File: config.mk
export PLATFORM = sky130hd
export DESIGN_NAME = sorted_priority_queue
export DESIGN_NICKNAME = d
export VERILOG_FILES = /design/src/design/spq_pkg.sv /design/src/design/spq_ram.sv /design/src/design/sorted_priority_queue.sv
export SDC_FILE = /design/constraint.sdc
export NUM_CORES = 1
export LEC_CHECK = 0
export BUFFER_PORTS_ARGS = -buffer_cell sky130_fd_sc_hd__buf_2
export CORE_ASPECT_RATIO = 2
export CORE_MARGIN = 2
export CORE_UTILIZATION = 40
export DETAILED_ROUTE_END_ITERATION = 6
export GPL_TIMING_DRIVEN = 0
export SYNTH_ARGS = -nofsm -noshare
export SYNTH_HDL_FRONTEND = slang
export SYNTH_HIERARCHICAL = 1
export SYNTH_SLANG_ARGS = --single-unit
File: constraint.sdc
create_clock -name aclk -period 26 [get_ports aclk]
set_input_delay 2.6 -clock aclk [delete_from_list [all_inputs] [get_ports aclk]]
set_output_delay 2.6 -clock aclk [all_outputs]
set_load 0.01 [all_outputs]
File: src/design/spq_pkg.sv
// Shared types and codes for the sorted priority queue.
package spq_pkg;

    localparam int OPCODE_BITS = 2;
    localparam int STATUS_BITS = 2;

    typedef enum logic [OPCODE_BITS-1:0] {
        OP_INSERT = 2'd0,
        OP_REMOVE = 2'd1,
        OP_PEEK   = 2'd2,
        OP_PURGE  = 2'd3
    } spq_op_t;

    typedef enum logic [STATUS_BITS-1:0] {
        STAT_OK    = 2'd0,
        STAT_EMPTY = 2'd1,
        STAT_FULL  = 2'd2
    } spq_status_t;

    typedef enum logic [3:0] {
        S_IDLE,
        S_INS_RD,
        S_INS_CMP,
        S_INS_PUT,
        S_REM_RD,
        S_REM_CAP,
        S_RD_FRONT,
        S_RD_TAIL,
        S_CAP_TAIL,
        S_DONE
    } spq_state_t;

endpackage

File: src/design/spq_ram.sv
// Generic single-write, single-read RAM with registered read data.
module spq_ram #(
    parameter int WIDTH = 8,
    parameter int DEPTH = 16,
    localparam int AW = (DEPTH > 1) ? $clog2(DEPTH) : 1
) (
    input  logic             clk,
    input  logic             wr_en,
    input  logic [AW-1:0]    wr_addr,
    input  logic [WIDTH-1:0] wr_data,
    input  logic [AW-1:0]    rd_addr,
    output logic [WIDTH-1:0] rd_data
);

    logic [WIDTH-1:0] mem [DEPTH];

    // Write port and registered read port
    always_ff @(posedge clk) begin
        if (wr_en) begin
            mem[wr_addr] <= wr_data;
        end
        rd_data <= mem[rd_addr];
    end

endmodule

File: src/design/sorted_priority_queue.sv
// Sorted priority queue: one RAM ring kept in rank order, walked by a small sequencer.
// An insert walks back from the tail through the one read port, moving each entry of lower
// rank back one place until it meets one of greater or equal rank, then writes the new word
// behind it, or at the front; every operation then reads the front and tail of a non-empty queue.
// s_tready is high only in idle, so a new word is taken only once the last result is loaded.
// Reset (synchronous, aresetn low) empties the queue and drops any pending result word.
module sorted_priority_queue
    import spq_pkg::*;
#(
    parameter int DEPTH        = 16,
    parameter int RANK_BITS    = 16,
    parameter int PAYLOAD_BITS = 32,
    localparam int AW          = (DEPTH > 1) ? $clog2(DEPTH) : 1,
    localparam int CW          = $clog2(DEPTH + 1),
    localparam int ITEM_W      = RANK_BITS + PAYLOAD_BITS,
    localparam int S_DATA_W    = ((ITEM_W + 7) / 8) * 8,
    localparam int M_FIELDS_W  = 3 * ITEM_W + CW,
    localparam int M_DATA_W    = ((M_FIELDS_W + 7) / 8) * 8
) (
    input  logic                  aclk,
    input  logic                  aresetn,
    input  logic                  s_tvalid,
    output logic                  s_tready,
    // item_rank, item_payload (from bit 0 up), zero padded
    input  logic [S_DATA_W-1:0]   s_tdata,
    // opcode
    input  logic [1:0]            s_tuser,
    output logic                  m_tvalid,
    input  logic                  m_tready,
    // removed_rank, removed_payload, front_rank, front_payload,
    // tail_rank, tail_payload, entry_count (from bit 0 up), zero padded
    output logic [M_DATA_W-1:0]   m_tdata,
    // status, is_empty (from bit 0 up)
    output logic [2:0]            m_tuser
);

    spq_state_t state_reg, state_next;

    logic [CW-1:0]           count_reg;
    logic [AW-1:0]           head_reg;
    logic [AW-1:0]           idx_reg;
    logic [RANK_BITS-1:0]    rank_reg;
    logic [PAYLOAD_BITS-1:0] payload_reg;
    spq_status_t             status_reg;
    logic [ITEM_W-1:0]       removed_reg;
    logic [ITEM_W-1:0]       front_reg;
    logic [ITEM_W-1:0]       tail_reg;
    logic                    m_valid_reg;
    logic [M_DATA_W-1:0]     m_tdata_reg;
    logic [2:0]              m_tuser_reg;

    logic                    ram_we;
    logic                    wr_new;
    logic [AW-1:0]           rd_log;
    logic [AW-1:0]           wr_log;
    logic [AW-1:0]           rd_addr;
    logic [AW-1:0]           wr_addr;
    logic [ITEM_W-1:0]       wr_data;
    logic [ITEM_W-1:0]       rd_data;
    logic                    ready_int;
    logic                    out_load;
    logic                    accept;
    logic                    rank_ge;
    logic                    is_full;
    logic                    is_zero;
    logic [CW-1:0]           count_dec;
    logic [AW-1:0]           tail_log;
    logic [AW-1:0]           idx_inc;
    spq_op_t                 s_op;

    // Map a position in the sorted order to a RAM address around the ring
    function automatic logic [AW-1:0] ring_addr(input logic [AW-1:0] head,
                                                input logic [AW-1:0] pos);
        logic [AW:0] sum;
        sum = {1'b0, head} + {1'b0, pos};
        if (sum >= (AW+1)'(DEPTH)) begin
            sum = sum - (AW+1)'(DEPTH);
        end
        return sum[AW-1:0];
    endfunction

    assign s_op      = spq_op_t'(s_tuser);
    assign accept    = s_tvalid && ready_int;
    assign is_full   = (count_reg == CW'(DEPTH));
    assign is_zero   = (count_reg == '0);
    assign count_dec = count_reg - CW'(1);
    assign tail_log  = count_dec[AW-1:0];
    assign idx_inc   = idx_reg + AW'(1);
    assign rank_ge   = (rd_data[ITEM_W-1:PAYLOAD_BITS] >= rank_reg);
    assign rd_addr   = ring_addr(head_reg, rd_log);
    assign wr_addr   = ring_addr(head_reg, wr_log);
    assign wr_data   = wr_new ? {rank_reg, payload_reg} : rd_data;

    spq_ram #(
        .WIDTH (ITEM_W),
        .DEPTH (DEPTH)
    ) u_store (
        .clk     (aclk),
        .wr_en   (ram_we),
        .wr_addr (wr_addr),
        .wr_data (wr_data),
        .rd_addr (rd_addr),
        .rd_data (rd_data)
    );

    // Sequencer next state
    always_comb begin
        state_next = state_reg;
        case (state_reg)
            S_IDLE: begin
                if (accept) begin
                    case (s_op)
                        OP_INSERT: begin
                            if (is_full) begin
                                state_next = S_RD_FRONT;
                            end else if (is_zero) begin
                                state_next = S_INS_PUT;
                            end else begin
                                state_next = S_INS_RD;
                            end
                        end
                        OP_REMOVE: state_next = is_zero ? S_RD_FRONT : S_REM_RD;
                        OP_PEEK:   state_next = S_RD_FRONT;
                        OP_PURGE:  state_next = S_RD_FRONT;
                        default:   state_next = S_RD_FRONT;
                    endcase
                end
            end
            S_INS_RD:  state_next = S_INS_CMP;
            S_INS_CMP: begin
                if (rank_ge) begin
                    state_next = S_RD_FRONT;
                end else if (idx_reg == '0) begin
                    state_next = S_INS_PUT;
                end else begin
                    state_next = S_INS_RD;
                end
            end
            S_INS_PUT:  state_next = S_RD_FRONT;
            S_REM_RD:   state_next = S_REM_CAP;
            S_REM_CAP:  state_next = S_RD_FRONT;
            S_RD_FRONT: state_next = is_zero ? S_DONE : S_RD_TAIL;
            S_RD_TAIL:  state_next = S_CAP_TAIL;
            S_CAP_TAIL: state_next = S_DONE;
            S_DONE:     state_next = out_load ? S_IDLE : S_DONE;
            default:    state_next = S_IDLE;
        endcase
    end

    // Sequencer outputs: RAM port control and handshakes
    always_comb begin
        rd_log    = '0;
        wr_log    = '0;
        ram_we    = 1'b0;
        wr_new    = 1'b0;
        ready_int = 1'b0;
        out_load  = 1'b0;
        case (state_reg)
            S_IDLE:    ready_int = 1'b1;
            S_INS_RD:  rd_log = idx_reg;
            S_INS_CMP: begin
                // place the new word behind, or move the smaller one back
                ram_we = 1'b1;
                wr_log = idx_inc;
                wr_new = rank_ge;
            end
            S_INS_PUT: begin
                ram_we = 1'b1;
                wr_log = idx_reg;
                wr_new = 1'b1;
            end
            S_REM_RD:   rd_log = '0;
            S_RD_FRONT: rd_log = '0;
            S_RD_TAIL:  rd_log = tail_log;
            S_DONE:     out_load = !m_valid_reg || m_tready;
            default: begin
                rd_log = '0;
            end
        endcase
    end

    // Control registers
    always_ff @(posedge aclk) begin
        if (!aresetn) begin
            state_reg   <= S_IDLE;
            count_reg   <= '0;
            head_reg    <= '0;
            m_valid_reg <= 1'b0;
        end else begin
            state_reg <= state_next;
            if (accept && s_op == OP_PURGE) begin
                count_reg <= '0;
            end
            if ((state_reg == S_INS_CMP && rank_ge) || state_reg == S_INS_PUT) begin
                count_reg <= count_reg + CW'(1);
            end
            if (state_reg == S_REM_CAP) begin
                count_reg <= count_dec;
                head_reg  <= ring_addr(head_reg, AW'(1));
            end
            if (out_load) begin
                m_valid_reg <= 1'b1;
            end else if (m_tready) begin
                m_valid_reg <= 1'b0;
            end
        end
    end

    // Working and result data registers
    always_ff @(posedge aclk) begin
        if (accept) begin
            rank_reg    <= s_tdata[RANK_BITS-1:0];
            payload_reg <= s_tdata[ITEM_W-1:RANK_BITS];
            removed_reg <= '0;
            idx_reg     <= is_zero ? '0 : tail_log;
            status_reg  <= STAT_OK;
            if (s_op == OP_INSERT && is_full) begin
                status_reg <= STAT_FULL;
            end
            if (s_op == OP_REMOVE && is_zero) begin
                status_reg <= STAT_EMPTY;
            end
        end
        if (state_reg == S_INS_CMP && !rank_ge && idx_reg != '0) begin
            idx_reg <= idx_reg - AW'(1);
        end
        if (state_reg == S_REM_CAP) begin
            removed_reg <= rd_data;
        end
        if (state_reg == S_RD_FRONT && is_zero) begin
            front_reg <= '0;
            tail_reg  <= '0;
        end
        if (state_reg == S_RD_TAIL) begin
            front_reg <= rd_data;
        end
        if (state_reg == S_CAP_TAIL) begin
            tail_reg <= rd_data;
        end
        if (out_load) begin
            m_tdata_reg <= M_DATA_W'({
                count_reg,
                tail_reg[PAYLOAD_BITS-1:0], tail_reg[ITEM_W-1:PAYLOAD_BITS],
                front_reg[PAYLOAD_BITS-1:0], front_reg[ITEM_W-1:PAYLOAD_BITS],
                removed_reg[PAYLOAD_BITS-1:0], removed_reg[ITEM_W-1:PAYLOAD_BITS]
            });
            m_tuser_reg <= {is_zero, status_reg};
        end
    end

    assign s_tready = ready_int;
    assign m_tvalid = m_valid_reg;
    assign m_tdata  = m_tdata_reg;
    assign m_tuser  = m_tuser_reg;

endmodule

# Yosys cells after proc, flatten, opt, wreduce, memory -nomap -nowiden
# Memories as Yosys holds them, arrays and structs flattened. A register that Yosys moved wholly into a read port is not among the register bits.
# Cells that the tools add are included.
# op_classes
n_addsub,10
multipliers,0
n_div,0
n_lt_le_gt_ge,4
n_eq_ne,14
shifts,0
mux,36
bitwise_logic,0
reduce_logical,26
# ops
cell,n
48-bit 2-to-1 mux,6
4-bit 2-to-1 mux,9
4-bit one-hot mux with 9 select lines,1
4-bit by 3-bit == test with 1-bit output (second input constant),4
16-bit greater-or-equal comparator,1
4-bit one-hot mux with 2 select lines,2
4-bit by 1-bit subtractor with 4-bit output (second input constant),4
5-bit greater-or-equal comparator (second input constant),3
5-bit 2-to-1 mux,3
4-bit one-hot mux with 3 select lines,1
4-bit by 4-bit adder with 5-bit output,2
2-bit nonzero test,5
4-bit by 2-bit == test with 1-bit output (second input constant),2
4-bit == test (second input constant),2
1-bit logical AND,8
4-bit logical NOT,2
2-bit 2-to-1 mux,4
1-bit 2-to-1 mux,7
3-bit 2-to-1 mux,2
2-bit OR reduction,3
4-bit by 1-bit adder with 5-bit output (second input constant),1
5-bit by 1-bit adder with 5-bit output (second input constant),1
5-bit == test (second input constant),1
5-bit logical NOT,1
12 further kinds,15
# totals
regBits,364
latchBits,0
ram_bits,768
mem_bits_ro,0
input_bits,54
out_inout_bits,157
elab_cells,104
n_memories,1
# mem_list
memory,depth,width,read_ports,rd_ports_with_merged_regs,wr,line_no,source
u_store.mem,16,48,1,1,1,spq_ram.sv:15,logic [WIDTH-1:0] mem [DEPTH];

# Longest topological paths before layout
# depth
depth_word,7
ltp_mapped,16
depth_no_buf,13

# By module
# The synthesis kept the hierarchy.
# modules_own_cells
module,instances,cells_per_inst,area_each_um2,seq_area_each_um2
spq_ram,1,1242,29691.0,24023.0
sorted_priority_queue,1,835,13997.2,10790.3

# Worst setup path before layout
# OpenSTA, ideal clock, no wires.
# synth_path
path_kind,input-to-reg
from,input port m_tready
to,"register m_tdata_reg[0], in the netlist m_tdata[0], enable pin"
setup_time_ps,850
arrival_time_ps,12906
required_time_ps,25150
path_slack_ps,12244
stages,2
n_path_buf,0
path_cell_list,nor2b_1 -> nor3_1
# synth_between
elab_chain_len,2
# synth_rtl
element,line_no,source
from (decl),sorted_priority_queue.sv:29,"input logic m_tready,"
1-bit logical OR,sorted_priority_queue.sv:175,S_DONE: out_load = !m_valid_reg || m_tready;
1-bit 2-to-1 mux,sorted_priority_queue.sv:158,case (state_reg)
net out_load,sorted_priority_queue.sv:61,logic out_load;
to (signal assigned),sorted_priority_queue.sv:241,m_tdata_reg <= M_DATA_W'({
to (decl),sorted_priority_queue.sv:49,logic [M_DATA_W-1:0] m_tdata_reg;
# The timed path passes the listed nets, and every way through them passes these cells.
# A chain may end at the register's enable or synchronous reset.

# Final worst setup path
# layout_path
from,register state_reg[0]
to,register u_store.rd_data[33] (read register of u_store.mem)
# layout_between
elab_chain_len,5
elab_cells_between_ends,7
classes_between,add/sub: 2; order compare: 1; eq/ne: 2; mux: 2
# layout_rtl
element,line_no,source
from (decl),sorted_priority_queue.sv:37,"spq_state_t state_reg, state_next;"
from (signal assigned),sorted_priority_queue.sv:190,state_reg <= state_next;
4-bit by 3-bit == test with 1-bit output or 4-bit by 1-bit == test with 1-bit output (tied branches),sorted_priority_queue.sv:158,
4-bit one-hot mux with 2 select lines *,sorted_priority_queue.sv:158,
4-bit by 4-bit adder with 5-bit output *,sorted_priority_queue.sv:75,"sum = {1'b0, head} + {1'b0, pos};"
4-bit by 1-bit subtractor with 4-bit output or 5-bit greater-or-equal comparator (tied branches),"sorted_priority_queue.sv:77, sorted_priority_queue.sv:76",
4-bit 2-to-1 mux *,sorted_priority_queue.sv:76,if (sum >= (AW+1)'(DEPTH)) begin
net rd_addr[3],sorted_priority_queue.sv:56,logic [AW-1:0] rd_addr;
to (decl),spq_ram.sv:12,output logic [WIDTH-1:0] rd_data
# Mark *: on every way through the listed nets, which the timed path passes. The rest lies on a longest branch.

==> results.md <==
* Htree depth at 3
* Gr usage total at 0.1826
* Crit-path max FO at 10
* Syn Inst Count at 2077
* Via density at 5.373
* Post-DP HPWL at 68930 um
* Hold-critical path depth at 0
* Final Skew at 0.03245 ns
* Slew Limit Headroom at 0.3445
* Arrival time worst endpoint at 6.23 ns
* Yosys cell types at 56
* Critical Path Source: state_reg[0]$_SDFFE_PN0P_
* Setup TNS at 0 ns
* Most instantiated cells after synthesis: edfxtp_1, mux4_2, and2_1, a22oi_1, nand2_1
* CTS sink count at 1180
* Worst r2r src: state_reg[0]$_SDFFE_PN0P_
* First-pass GRT wire length at 149000 um
* Drt wl/cell at 25.75 um
* Port bufs at 207
* Maximum buffer depth of the clock tree at 3
* Final worst slack at 20.38 ns
* Detailed Route WL at 100700 um
* Floorplan Core Area at 108500 um^2
* Ys async rst share at 0
* TritonCTS buffer count at 92
* Hold_buf cts at 0
* Largest register FFs at 768
* Die ar. at 112000 um^2
* Final Hold Violating Endpoints at 0
* Tightest Pin Transition at 0.9809 ns
* Worst Path Required at 26.61 ns
* Achievable Freq at 177.9 MHz
* Via Count at 21010
* Top_reg_cell synth: edfxtp_1
* Top cell type by total area after synthesis: edfxtp_1
* PD cells at 104.2 nW/um^2
* CTS tree: done
* Antenna-violating nets left at 0
* Worst hold slack at 0.4190 ns
* Setup Buffers After CTS at 0
* Post-layout nets at 2530
* Pre-antenna DRT Iters at 5
* Syn Area/Cell at 21.03 um^2
* Peak VDD IR at 0.05654 mV
* Yosys warns at 6
* Synthesized flop and latch total at 1180
* Worst Hold Launch: status_reg[1]$_SDFFCE_PP0P_
* Crit path launch type: flop
* Starting density of the core at 0.4027
* Hold Path Class: flop to flop
* R2R setup slack at 20.38 ns
* Final max-slew violation count at 0
* Largest net degree at the start of global routing at 38
* Max Cap Viol at 0
* Synth Cell Area at 43690 um^2
* Worst R2R End: u_store/rd_data[33]$_DFF_P_
* Die width at 237.7 um
* CP Class: flop to flop
* Clock latency at the later pin of the worst-skew pair at 0.69 ns
* Root Driver: clkbuf_16
* Pleak at 16.52 nW
* Top-count cell post-synth: edfxtp_1
* Fraction of layout cells with a size suffix above 1 at 0.2824
* Rows at 171
* Worst-path clk slew at 0.08 ns
* Die Y-Extent at 471.4 um
* Synth top area share at 0.7685
* Outcome: completed
* Setup violators final at 0
* I/O pin cnt at 211
* Gp weighted congestion at 0.8548
* Vias in the first global route at 22360
* R2R cell count at 14
* Place WS at 20.30 ns
* Resized cells post-CTS at 0
* Top cells by area, synth: edfxtp_1, mux4_2, dfxtp_1
* Unrepaired setup endpoints after global routing: no
* Number of flops mapped to enable cells by yosys at 1118
* Initial antenna violation count at 8
* Worst Setup End Kind: flop
* Worst hold path endpoint: m_tuser[1]$_DFFE_PP_
* Min Tclk post-route at 5.620 ns
* Area growth syn-to-layout at 16.42%
* Fin crit share at 0.2162
* Sequential area share after synthesis at 0.7969
* Post-route DRC violation count at 0
* DRT iter0 DRCs at 1845
* Final core utilization at 0.4689
* Gr ovfl total at 0
## cells in the final DEF (no fill, tap or decap), types with 5 or more instances in the layout
cell type   netlist  final
a21oi_1          19     19
a22oi_1          97     97
and2_1          144    144
buf_1            17     17
buf_12            0     21
buf_16            0      8
buf_2            10    217
buf_4            24     26
buf_6             0     33
bufinv_16         0     14
clkbuf_1         50     70
clkbuf_16         0     95
clkbuf_8          0     10
clkinv_1          1      7
clkinv_2          0     10
clkinvlp_4        0     11
dfxtp_1          62     62
diode_2           0      5
edfxtp_1       1118   1118
ha_1             28     28
inv_1            31     30
mux2_2           44     44
mux4_2          192    192
nand2_1          81     80
nand2b_1          8      8
nand3_1           7      7
nand4_1           5      5
nor2_1           30     17
nor2_4            0     13
nor2b_1           5      5
nor3_1           15     10
nor3_2            1      6
nor3b_1           5      5
o21ai_0          11     10
or3_1             5      5
xnor2_1          11     11
xor2_1            7      7
## layout make-up
class / instances / area [um^2]
Sequential cell: 1180 / 34810
Clock buffer: 125 / 2590
Timing Repair Buffer: 273 / 2093
Tap cell: 1384 / 1732
Clock inverter: 44 / 601.8
Buffer: 101 / 481.7
Inverter: 32 / 122.6
Fill cell: 8893 / 57610
Antenna cell: 5 / 12.51
Multi-Input combinational cell: 766 / 8417
## per-stage QoR
step	std cells	total power [mW]	area, um^2
detailed placement	3736	3.866	47660
global route	3906	5.518	50850
global placement	3670	3.788	46460
floorplan	2079	3.406	43700
CTS	3905	5.350	50850
finish	3910	5.300	50860
## critical path, cell delays in order, from the launching register on
cell	delay (ns)
dfxtp_1	0.47
buf_2	0.27
inv_1	0.17
nor3_1	0.77
clkbuf_1	0.52
a22o_1	0.24
ha_1	0.26
a21oi_1	0.17
xnor2_1	0.09
xnor2_1	0.63
nor2b_1	0.29
clkbuf_1	0.61
clkbuf_1	0.70
a22oi_1	0.24
nand2_1	0.10
## how the worst max path moves through the flow
stage and to:
2_1_floorplan m_tdata[0]$_DFFE_PP_, 3_3_place_gp m_tdata[130]$_DFFE_PP_, 3_5_place_dp u_store/rd_data[35]$_DFF_P_, 4_1_cts u_store/rd_data[35]$_DFF_P_, 5_1_grt u_store/rd_data[28]$_DFF_P_, 6_report u_store/rd_data[33]$_DFF_P_
## layer usage
layer / vias to the layer above / track usage / share of wire
met5: - / 0 / 0.00028
met4: 6 / 0.05914 / 0.027
met3: 161 / 0.02744 / 0.051
met2: 736 / 0.3390 / 0.55
met1: 11030 / 0.2147 / 0.37
li1: 9080 / - / -
## cell families after synthesis
group / share of synthesized area
simple gates: 0.03938
other cells: 0.00008584
flops: 0.7969
compound gates: 0.02532
buf+inv: 0.01378
fa+ha+maj: 0.008936
xor+xnor: 0.003609
mux: 0.1120
## report_power, final
group          total (mW)  switching, mW  leakage [nW]  internal (mW)
Combinational        1.14          0.724          4.33          0.415
Sequential           2.67          0.116          10.7           2.55
Clock                1.49          0.650          1.53          0.841
Note: power is estimated with default switching activity, not from simulation.
